===== config.mk =====
export PLATFORM = sky130hd
export DESIGN_NAME = streaming_substring_replace_core
export DESIGN_NICKNAME = d
export VERILOG_FILES = /design/src/rtl/ssr_pkg.sv /design/src/rtl/streaming_substring_replace_core.sv /design/src/rtl/ssr_cell.sv /design/src/rtl/ssr_ctrl.sv
export SDC_FILE = /design/constraint.sdc
export NUM_CORES = 1
export LEC_CHECK = 0
export ABC_AREA = 1
export ABC_CLOCK_PERIOD_IN_PS = 2900
export BUFFER_PORTS_ARGS = -buffer_cell sky130_fd_sc_hd__buf_2
export CAP_MARGIN = 40
export CORE_ASPECT_RATIO = 0.7
export CORE_MARGIN = 8
export CORE_UTILIZATION = 56
export CTS_CLUSTER_SIZE = 12
export DETAILED_ROUTE_END_ITERATION = 10
export PLACE_DENSITY_LB_ADDON = 0.1
export SYNTH_ARGS = -nofsm -noshare
export SYNTH_HDL_FRONTEND = slang
export SYNTH_HIERARCHICAL = 1
export SYNTH_SLANG_ARGS = --single-unit

===== constraint.sdc =====
create_clock -name aclk -period 2.9 [get_ports aclk]
set_input_delay 0.58 -clock aclk [delete_from_list [all_inputs] [get_ports aclk]]
set_output_delay 0.58 -clock aclk [all_outputs]
set_load 0.05 [all_outputs]

===== src/rtl/ssr_pkg.sv =====
package ssr_pkg;

    localparam int PATTERN_MAX_DEF = 8;
    localparam int REPLACE_MAX_DEF = 8;

    localparam int BYTE_W     = 8;
    localparam int LEN_W      = 4;
    localparam int LIMIT_W    = 32;
    localparam int CFG_IDX_W  = 3;
    localparam int CFG_DATA_W = 64;

    // configuration register indexes
    localparam logic [CFG_IDX_W-1:0] CFG_PATTERN_BYTES     = 3'd0;
    localparam logic [CFG_IDX_W-1:0] CFG_PATTERN_LENGTH    = 3'd1;
    localparam logic [CFG_IDX_W-1:0] CFG_REPLACEMENT_BYTES = 3'd2;
    localparam logic [CFG_IDX_W-1:0] CFG_REPLACEMENT_LEN   = 3'd3;
    localparam logic [CFG_IDX_W-1:0] CFG_REPLACE_LIMIT     = 3'd4;
    localparam logic [CFG_IDX_W-1:0] CFG_LIMIT_ENABLED     = 3'd5;

    typedef enum logic [2:0] {
        ST_IDLE,
        ST_SCAN,
        ST_FLUSH,
        ST_REPL,
        ST_MARK
    } ssr_state_t;

    // command broadcast to every window cell
    typedef struct packed {
        logic load;
        logic shift;
        logic clear;
    } cell_cmd_t;

    // window status gathered from the cell chain
    typedef struct packed {
        logic occ_any;
        logic occ_one;
        logic prefix;
        logic full_match;
    } chain_stat_t;

endpackage


===== src/rtl/streaming_substring_replace_core.sv =====
// Streaming find-and-replace on a byte stream. Bytes enter on s_*, results leave on m_*;
// every leftmost, non-overlapping occurrence of the pattern (1..PATTERN_MAX bytes) is
// replaced by 0..REPLACE_MAX replacement bytes, optionally capped at replace_limit
// replacements per stream. Bytes that may still start a match wait in a chain of
// PATTERN_MAX window cells; s_in_last flushes the window, and a stream end that
// produces no byte returns one result with m_out_valid low and m_out_last high.
// One byte is handled at a time: a new input byte is taken only once the block is done
// with the last one. The window chain shifts out one byte per cycle and the single
// output register is loaded with one result per cycle, each only while m_ready does
// not hold the output stalled. Configure only while idle; a pattern length of zero
// passes text through unchanged.
module streaming_substring_replace_core #(
    parameter int PATTERN_MAX = ssr_pkg::PATTERN_MAX_DEF,
    parameter int REPLACE_MAX = ssr_pkg::REPLACE_MAX_DEF
) (
    input  logic                             aclk,
    input  logic                             aresetn,
    input  logic                             s_valid,
    output logic                             s_ready,
    input  logic [ssr_pkg::BYTE_W-1:0]       s_in_byte,
    input  logic                             s_in_last,
    output logic                             m_valid,
    input  logic                             m_ready,
    output logic [ssr_pkg::BYTE_W-1:0]       m_out_byte,
    output logic                             m_out_valid,
    output logic                             m_out_last,
    input  logic                             cfg_valid,
    output logic                             cfg_ready,
    input  logic [ssr_pkg::CFG_IDX_W-1:0]    cfg_index,
    input  logic [ssr_pkg::CFG_DATA_W-1:0]   cfg_data
);
    import ssr_pkg::*;

    localparam int PLEN_W = $clog2(PATTERN_MAX + 1);
    localparam int RLEN_W = $clog2(REPLACE_MAX + 1);
    localparam int RIDX_W = (REPLACE_MAX > 1) ? $clog2(REPLACE_MAX) : 1;

    logic [PATTERN_MAX-1:0][BYTE_W-1:0] pat_reg;
    logic [LEN_W-1:0]                   plen_reg;
    logic [REPLACE_MAX-1:0][BYTE_W-1:0] repl_reg;
    logic [LEN_W-1:0]                   rlen_reg;
    logic [LIMIT_W-1:0]                 limit_reg;
    logic                               limen_reg;

    logic [PLEN_W-1:0]                  plen_c;
    logic [PLEN_W-1:0]                  plen_m1;
    logic [RLEN_W-1:0]                  rlen_c;

    cell_cmd_t                          cell_cmd;
    chain_stat_t                        stat;
    logic [RIDX_W-1:0]                  ridx;

    logic [PATTERN_MAX-1:0][BYTE_W-1:0] cell_byte;
    logic [PATTERN_MAX:0]               occ_ext;
    logic [PATTERN_MAX-1:0]             cell_ok;

    assign cfg_ready = 1'b1;

    always_ff @(posedge aclk) begin
        if (!aresetn) begin
            pat_reg   <= '0;
            plen_reg  <= LEN_W'(1);
            repl_reg  <= '0;
            rlen_reg  <= '0;
            limit_reg <= '1;
            limen_reg <= 1'b0;
        end else if (cfg_valid) begin
            unique case (cfg_index)
                CFG_PATTERN_BYTES:     pat_reg   <= cfg_data[PATTERN_MAX*BYTE_W-1:0];
                CFG_PATTERN_LENGTH:    plen_reg  <= cfg_data[LEN_W-1:0];
                CFG_REPLACEMENT_BYTES: repl_reg  <= cfg_data[REPLACE_MAX*BYTE_W-1:0];
                CFG_REPLACEMENT_LEN:   rlen_reg  <= cfg_data[LEN_W-1:0];
                CFG_REPLACE_LIMIT:     limit_reg <= cfg_data[LIMIT_W-1:0];
                CFG_LIMIT_ENABLED:     limen_reg <= cfg_data[0];
                default: ;
            endcase
        end
    end

    // oversized lengths count as the maximum
    assign plen_c  = (plen_reg > LEN_W'(PATTERN_MAX)) ? PLEN_W'(PATTERN_MAX)
                                                       : plen_reg[PLEN_W-1:0];
    assign rlen_c  = (rlen_reg > LEN_W'(REPLACE_MAX)) ? RLEN_W'(REPLACE_MAX)
                                                       : rlen_reg[RLEN_W-1:0];
    assign plen_m1 = plen_c - PLEN_W'(1);

    assign occ_ext[PATTERN_MAX] = 1'b0;

    for (genvar i = 0; i < PATTERN_MAX; i++) begin : g_cell
        logic              left_occ;
        logic [BYTE_W-1:0] right_byte;

        if (i == 0) begin : g_head
            assign left_occ = 1'b1;
        end else begin : g_body
            assign left_occ = occ_ext[i-1];
        end
        if (i == PATTERN_MAX - 1) begin : g_tail
            assign right_byte = '0;
        end else begin : g_inner
            assign right_byte = cell_byte[i+1];
        end

        ssr_cell u_cell (
            .aclk       (aclk),
            .aresetn    (aresetn),
            .cmd        (cell_cmd),
            .load_byte  (s_in_byte),
            .left_occ   (left_occ),
            .right_byte (right_byte),
            .right_occ  (occ_ext[i+1]),
            .pat_byte   (pat_reg[i]),
            .pat_used   (PLEN_W'(i) < plen_c),
            .cell_byte  (cell_byte[i]),
            .cell_occ   (occ_ext[i]),
            .cell_ok    (cell_ok[i])
        );
    end

    assign stat.occ_any    = occ_ext[0];
    assign stat.occ_one    = occ_ext[0] && !occ_ext[1];
    assign stat.prefix     = &cell_ok;
    assign stat.full_match = (plen_c != '0) && occ_ext[plen_m1] && !occ_ext[plen_c];

    ssr_ctrl #(
        .REPLACE_MAX (REPLACE_MAX),
        .RLEN_W      (RLEN_W),
        .RIDX_W      (RIDX_W)
    ) u_ctrl (
        .aclk          (aclk),
        .aresetn       (aresetn),
        .s_valid       (s_valid),
        .s_ready       (s_ready),
        .s_in_last     (s_in_last),
        .m_valid       (m_valid),
        .m_ready       (m_ready),
        .m_out_byte    (m_out_byte),
        .m_out_valid   (m_out_valid),
        .m_out_last    (m_out_last),
        .stat          (stat),
        .front_byte    (cell_byte[0]),
        .repl_byte     (repl_reg[ridx]),
        .rlen          (rlen_c),
        .plen_zero     (plen_c == '0),
        .replace_limit (limit_reg),
        .limit_enabled (limen_reg),
        .cell_cmd      (cell_cmd),
        .ridx          (ridx)
    );

endmodule


===== src/rtl/ssr_cell.sv =====
module ssr_cell (
    input  logic                           aclk,
    input  logic                           aresetn,
    input  ssr_pkg::cell_cmd_t             cmd,
    input  logic [ssr_pkg::BYTE_W-1:0]     load_byte,
    input  logic                           left_occ,
    input  logic [ssr_pkg::BYTE_W-1:0]     right_byte,
    input  logic                           right_occ,
    input  logic [ssr_pkg::BYTE_W-1:0]     pat_byte,
    input  logic                           pat_used,
    output logic [ssr_pkg::BYTE_W-1:0]     cell_byte,
    output logic                           cell_occ,
    output logic                           cell_ok
);
    import ssr_pkg::*;

    logic [BYTE_W-1:0] byte_reg;
    logic [BYTE_W-1:0] byte_next;
    logic              occ_reg;
    logic              occ_next;

    // the first free cell takes the incoming byte
    always_comb begin
        byte_next = byte_reg;
        occ_next  = occ_reg;
        priority if (cmd.clear) begin
            occ_next = 1'b0;
        end else if (cmd.shift) begin
            byte_next = right_byte;
            occ_next  = right_occ;
        end else if (cmd.load && left_occ && !occ_reg) begin
            byte_next = load_byte;
            occ_next  = 1'b1;
        end
    end

    always_ff @(posedge aclk) begin
        if (!aresetn) begin
            occ_reg <= 1'b0;
        end else begin
            occ_reg <= occ_next;
        end
        byte_reg <= byte_next;
    end

    assign cell_byte = byte_reg;
    assign cell_occ  = occ_reg;
    assign cell_ok   = !occ_reg || (pat_used && (byte_reg == pat_byte));

endmodule


===== src/rtl/ssr_ctrl.sv =====
module ssr_ctrl #(
    parameter int REPLACE_MAX = ssr_pkg::REPLACE_MAX_DEF,
    parameter int RLEN_W      = $clog2(REPLACE_MAX + 1),
    parameter int RIDX_W      = (REPLACE_MAX > 1) ? $clog2(REPLACE_MAX) : 1
) (
    input  logic                           aclk,
    input  logic                           aresetn,
    input  logic                           s_valid,
    output logic                           s_ready,
    input  logic                           s_in_last,
    output logic                           m_valid,
    input  logic                           m_ready,
    output logic [ssr_pkg::BYTE_W-1:0]     m_out_byte,
    output logic                           m_out_valid,
    output logic                           m_out_last,
    input  ssr_pkg::chain_stat_t           stat,
    input  logic [ssr_pkg::BYTE_W-1:0]     front_byte,
    input  logic [ssr_pkg::BYTE_W-1:0]     repl_byte,
    input  logic [RLEN_W-1:0]              rlen,
    input  logic                           plen_zero,
    input  logic [ssr_pkg::LIMIT_W-1:0]    replace_limit,
    input  logic                           limit_enabled,
    output ssr_pkg::cell_cmd_t             cell_cmd,
    output logic [RIDX_W-1:0]              ridx
);
    import ssr_pkg::*;

    ssr_state_t        state_reg;
    ssr_state_t        state_next;
    ssr_state_t        fin_state;
    logic              last_reg;
    logic              emitted_reg;
    logic [RIDX_W-1:0] ridx_reg;
    logic [LIMIT_W-1:0] count_reg;
    logic              m_valid_reg;
    logic [BYTE_W-1:0] m_byte_reg;
    logic              m_dv_reg;
    logic              m_last_reg;

    logic              allowed;
    logic              emit_ok;
    logic              repl_end;
    logic              emit;
    logic [BYTE_W-1:0] e_byte;
    logic              e_dv;
    logic              e_last;
    logic              count_inc;
    logic              item_done;

    assign allowed  = !plen_zero && (!limit_enabled || (count_reg < replace_limit));
    assign emit_ok  = !m_valid_reg || m_ready;
    assign repl_end = (RLEN_W'(ridx_reg) + RLEN_W'(1)) == rlen;
    // a stream that produced nothing still owes an end marker
    assign fin_state = (last_reg && !emitted_reg) ? ST_MARK : ST_IDLE;

    always_comb begin
        state_next = state_reg;
        unique case (state_reg)
            ST_IDLE: begin
                if (s_valid) state_next = ST_SCAN;
            end
            ST_SCAN: begin
                priority if (!allowed) begin
                    state_next = ST_FLUSH;
                end else if (stat.occ_any && !stat.prefix) begin
                    state_next = ST_SCAN;
                end else if (stat.full_match) begin
                    state_next = (rlen != '0) ? ST_REPL : fin_state;
                end else if (last_reg && stat.occ_any) begin
                    state_next = ST_FLUSH;
                end else begin
                    state_next = fin_state;
                end
            end
            ST_FLUSH: begin
                if (!stat.occ_any) begin
                    state_next = fin_state;
                end else if (emit_ok && stat.occ_one) begin
                    state_next = ST_IDLE;
                end
            end
            ST_REPL: begin
                if (emit_ok && repl_end) state_next = ST_IDLE;
            end
            ST_MARK: begin
                if (emit_ok) state_next = ST_IDLE;
            end
            default: state_next = ST_IDLE;
        endcase
    end

    always_comb begin
        emit      = 1'b0;
        e_byte    = front_byte;
        e_dv      = 1'b1;
        e_last    = 1'b0;
        count_inc = 1'b0;
        cell_cmd  = '0;
        s_ready   = 1'b0;
        unique case (state_reg)
            ST_IDLE: begin
                s_ready       = 1'b1;
                cell_cmd.load = s_valid;
            end
            ST_SCAN: begin
                if (allowed && stat.occ_any && !stat.prefix) begin
                    if (emit_ok) begin
                        emit           = 1'b1;
                        e_last         = last_reg && stat.occ_one;
                        cell_cmd.shift = 1'b1;
                    end
                end else if (allowed && stat.full_match) begin
                    cell_cmd.clear = 1'b1;
                    count_inc      = 1'b1;
                end
            end
            ST_FLUSH: begin
                if (stat.occ_any && emit_ok) begin
                    emit           = 1'b1;
                    e_last         = last_reg && stat.occ_one;
                    cell_cmd.shift = 1'b1;
                end
            end
            ST_REPL: begin
                if (emit_ok) begin
                    emit   = 1'b1;
                    e_byte = repl_byte;
                    e_last = last_reg && repl_end;
                end
            end
            ST_MARK: begin
                if (emit_ok) begin
                    emit   = 1'b1;
                    e_byte = '0;
                    e_dv   = 1'b0;
                    e_last = 1'b1;
                end
            end
            default: ;
        endcase
    end

    assign item_done = (state_reg != ST_IDLE) && (state_next == ST_IDLE);

    always_ff @(posedge aclk) begin
        if (!aresetn) begin
            state_reg   <= ST_IDLE;
            last_reg    <= 1'b0;
            emitted_reg <= 1'b0;
            ridx_reg    <= '0;
            count_reg   <= '0;
            m_valid_reg <= 1'b0;
        end else begin
            state_reg <= state_next;
            if (cell_cmd.load) begin
                last_reg    <= s_in_last;
                emitted_reg <= 1'b0;
            end else if (emit) begin
                emitted_reg <= 1'b1;
            end
            if (state_reg != ST_REPL) begin
                ridx_reg <= '0;
            end else if (emit) begin
                ridx_reg <= ridx_reg + RIDX_W'(1);
            end
            if (item_done && last_reg) begin
                count_reg <= '0;
            end else if (count_inc && (count_reg != '1)) begin
                count_reg <= count_reg + LIMIT_W'(1);
            end
            if (emit) begin
                m_valid_reg <= 1'b1;
            end else if (m_ready) begin
                m_valid_reg <= 1'b0;
            end
        end
        if (emit) begin
            m_byte_reg <= e_byte;
            m_dv_reg   <= e_dv;
            m_last_reg <= e_last;
        end
    end

    assign m_valid     = m_valid_reg;
    assign m_out_byte  = m_byte_reg;
    assign m_out_valid = m_dv_reg;
    assign m_out_last  = m_last_reg;
    assign ridx        = ridx_reg;

endmodule


==> metrics.csv <==
metric,value,unit
coreArea,27600,sq um
finalWeightedCongestion,0.963,
ant_nets,0,
path_clk_slew,0.06,ns
overflow,0,
hold_class,primary input to flop,
async_reset_ff_frac,0,
synth_top_family_by_area,simple AND/OR/NAND/NOR gates,
synthMuxAreaShare,0.0668,
drv_cap,0,
crit_start,limit_reg[15],
p_leak,8.30,nW
io_buffers,92,
place_inst,2532,
layout-area-overhead-vs-synth,16.6,%
drc_errors,0,
fin_crit,2.81,ns
fin_util,0.660,
powerDensity,505,nW/um^2
initial_core_util,0.565,
synth_cell_types,43,
fin_nets,2319,
clock-sinks,292,
dr.first_iter.drc_count,1482,
die_y,156,um
synth_compound_area_frac,0.0958,
critPathMaxFanout,8,
vias,13900,
grt_start_max_net_pins,64,
final.period_utilization,0.971,
worst_pin_slew,0.671,ns
finalClockSkew,0.0296,ns
reg2reg_from,limit_reg[15],
dp_hpwl,35.2,mm
design.portCount,94,
dieArea,33500,sq um
first_pass_iters,5,
hold_violations,0,
grt_util_all_layers,0.273,
diodes,0,
fillers,2456,
grt_pass1_vias,12700,
crit_family,simple AND/OR/NAND/NOR gates,
hp-start,cfg_data[61],
cp_data_required_time,3.22,ns
slowest_delay,0.33,ns
max-vdd-ir-drop,0.423,mV
clock_latency,0.59,ns
finalMaxSlewViolations,0,
ys_seq_area_frac,0.423,
syn_area,15600,sq um
clockBufferDepth,3,
fmax,355,MHz
end_kind,flop,
antenna_found_initial,1,
yosys_warnings,6,
htreeDepth,1,
grt_pass1_wl,72.3,mm
synthSimpleGateAreaFrac,0.260,
setup_viol,0,
rows,51,
cpMaxStageDelayCell,dfxtp_1,
status,"complete, no violations",
worstPathArrival,3.13,ns
dieWidth,215,um
numCtsBuffers,30,
relSlewSlack,0.553,
cp_num_buf_inv,5,
cp-start-kind,flop,
cts_tree,done,
worstSetupPathType,flop to flop,
post_drt_wl_per_cell,18.4,um
cts_root_buf,clkbuf_16,
cts-hold-fix-buffers,0,
synth-xor-area-share,0.0298,
synth-main-ff-cell,dfxtp_1,
synth-edff-count,74,
post_synth.cell_area_avg,7.58,sq um
drt-vias-per-instance,5.36,
routed_wl,47.7,mm
synth-seq-cells,292,
worstPathCellList,inv_1 > ha_1 > nand2_1 > inv_1 > nand3_2 > inv_1 > a21oi_4 > nand2_1 > nand2_1 > nand2_2 > a21oi_4 > nand2_4 > nand2_8 > buf_12 > clkbuf_16 > mux2_4,
drive_gt1_frac,0.178,
rsz0062_at_grt,true,
syn_inst,2056,
finalNonFillerCells,2593,
synth_fa_ha_area_frac,0.0265,
==> worst reg2reg max path, stage by stage, from the launching register on <==
cell and delay [ns]:
dfxtp_1 0.33, inv_1 0.06, ha_1 0.30, nand2_1 0.09
inv_1 0.05, nand3_2 0.10, inv_1 0.09, a21oi_4 0.24
nand2_1 0.08, nand2_1 0.08, nand2_2 0.09, a21oi_4 0.17
nand2_4 0.11, nand2_8 0.13, buf_12 0.14, clkbuf_16 0.17
mux2_4 0.30
==> metal layers <==
layer,up-vias,part of all wire,GRT usage
met5,-,0.0031,0.0332
met4,2,0.020,0.0627
met3,76,0.13,0.0891
met2,601,0.39,0.363
met1,6387,0.46,0.412
li1,6841,-,-
==> area by class of cell <==
type	count	area, sq um	area share
flip-flops and latches	292	6600	0.363
repair buffers	193	1460	0.0804
clock buffers	44	833	0.0458
multi-input cells	1422	7750	0.426
clock inverters	5	67.6	0.00372
inverters	266	1010	0.0553
well taps	371	464	0.0255
==> power by group <==
group,internal (mW),switching (mW)
Sequential,4.32,0.115
Combinational,0.411,0.640
Clock,2.06,1.62
==> layout by cell type, fill, tap and decap left out, types with 3 or more instances in the layout <==
master / Yosys / final
xor2_1: 31 / 31
a31oi_1: 8 / 4
nand3_1: 106 / 105
mux2_4: 64 / 64
buf_12: 0 / 9
ha_1: 33 / 33
clkbuf_1: 35 / 11
inv_2: 8 / 10
a31oi_2: 0 / 3
buf_6: 23 / 3
nor3_1: 21 / 19
buf_2: 19 / 91
nand2_2: 7 / 20
nor4_1: 6 / 6
o21ai_1: 13 / 15
conb_1: 2 / 11
o21ai_0: 171 / 168
nor2_1: 360 / 345
nor3_2: 4 / 5
clkbuf_8: 0 / 3
nand3_4: 3 / 3
a21oi_2: 16 / 20
inv_1: 258 / 254
nand4_1: 21 / 21
xnor2_1: 22 / 22
nand2_4: 0 / 4
buf_4: 2 / 83
nand2_1: 442 / 425
o22ai_1: 8 / 8
a21oi_1: 42 / 37
nor2_4: 2 / 11
clkbuf_16: 0 / 34
edfxtp_1: 74 / 74
nor2_2: 2 / 8
dfxtp_1: 218 / 215
o211ai_1: 10 / 10
mux2i_1: 8 / 8
==> cells in the mapped netlist, drive strengths merged (8+ instances only) <==
| cell type | number | area [sq um] |
|---|---|---|
| a21oi | 59 | 367 |
| a31oi | 8 | 50.1 |
| buf | 45 | 373 |
| clkbuf | 41 | 161 |
| dfxtp | 218 | 4360 |
| edfxtp | 74 | 2220 |
| ha | 33 | 413 |
| inv | 266 | 998 |
| mux2 | 64 | 961 |
| mux2i | 8 | 80.1 |
| nand2 | 449 | 1700 |
| nand3 | 110 | 593 |
| nand4 | 22 | 153 |
| nor2 | 364 | 1390 |
| nor3 | 25 | 145 |
| nor4 | 8 | 62.6 |
| o211ai | 10 | 75.1 |
| o21ai | 184 | 921 |
| o22ai | 8 | 50.1 |
| xnor2 | 22 | 193 |
| xor2 | 31 | 272 |
==> logic make-up (layout without fill, tap and decap cells) <==
group / Yosys count / after routing
other: 2 / 11
adders and majority gates: 33 / 33
and+or+nand+nor: 979 / 980
DFF: 292 / 292
AOI/OAI and AO/OA: 273 / 273
xor gates and xnor gates: 53 / 53
buffers and inverters: 352 / 508
muxes: 72 / 72
==> per-stage QoR <==
stage / total power, mW / cell area [sq um] / hold WS, ns / worst slack (ns) / setup TNS [ns]
global placement: 5.46 / 16800 / 0.439 / -0.0789 / -4.39
finish: 9.18 / 18200 / 0.267 / 0.0855 / 0
global route: 9.49 / 18200 / 0.272 / -0.0982 / -3.95
CTS: 9.13 / 17900 / 0.251 / 0.00105 / 0
detailed placement: 5.49 / 16900 / 0.444 / -0.164 / -13.91
floorplan: 5.12 / 15600 / 0.429 / 0.00486 / 0
==> worst paths after layout <==
kind	end	cells past startpoint	slack, ns
worst max-delay path	g_cell[3].u_cell/cell_byte[6]	16	0.09
worst min-delay path	repl_reg[61]	3	0.27
worst max register to register	g_cell[3].u_cell/cell_byte[6]	16	0.09
worst min register to register	limit_reg[18]	2	0.45
==> what timing repair did <==
action | CTS | global route
pin swaps | 4 | 27
endpoints found under the hold margin | 0 | 0
endpoints found under the setup margin | 128 | 165
setup buffers | 4 | 4
gates resized for setup | 13 | 60
cloned | 2 | 4
No activity file was read; power rests on OpenSTA's default activity.
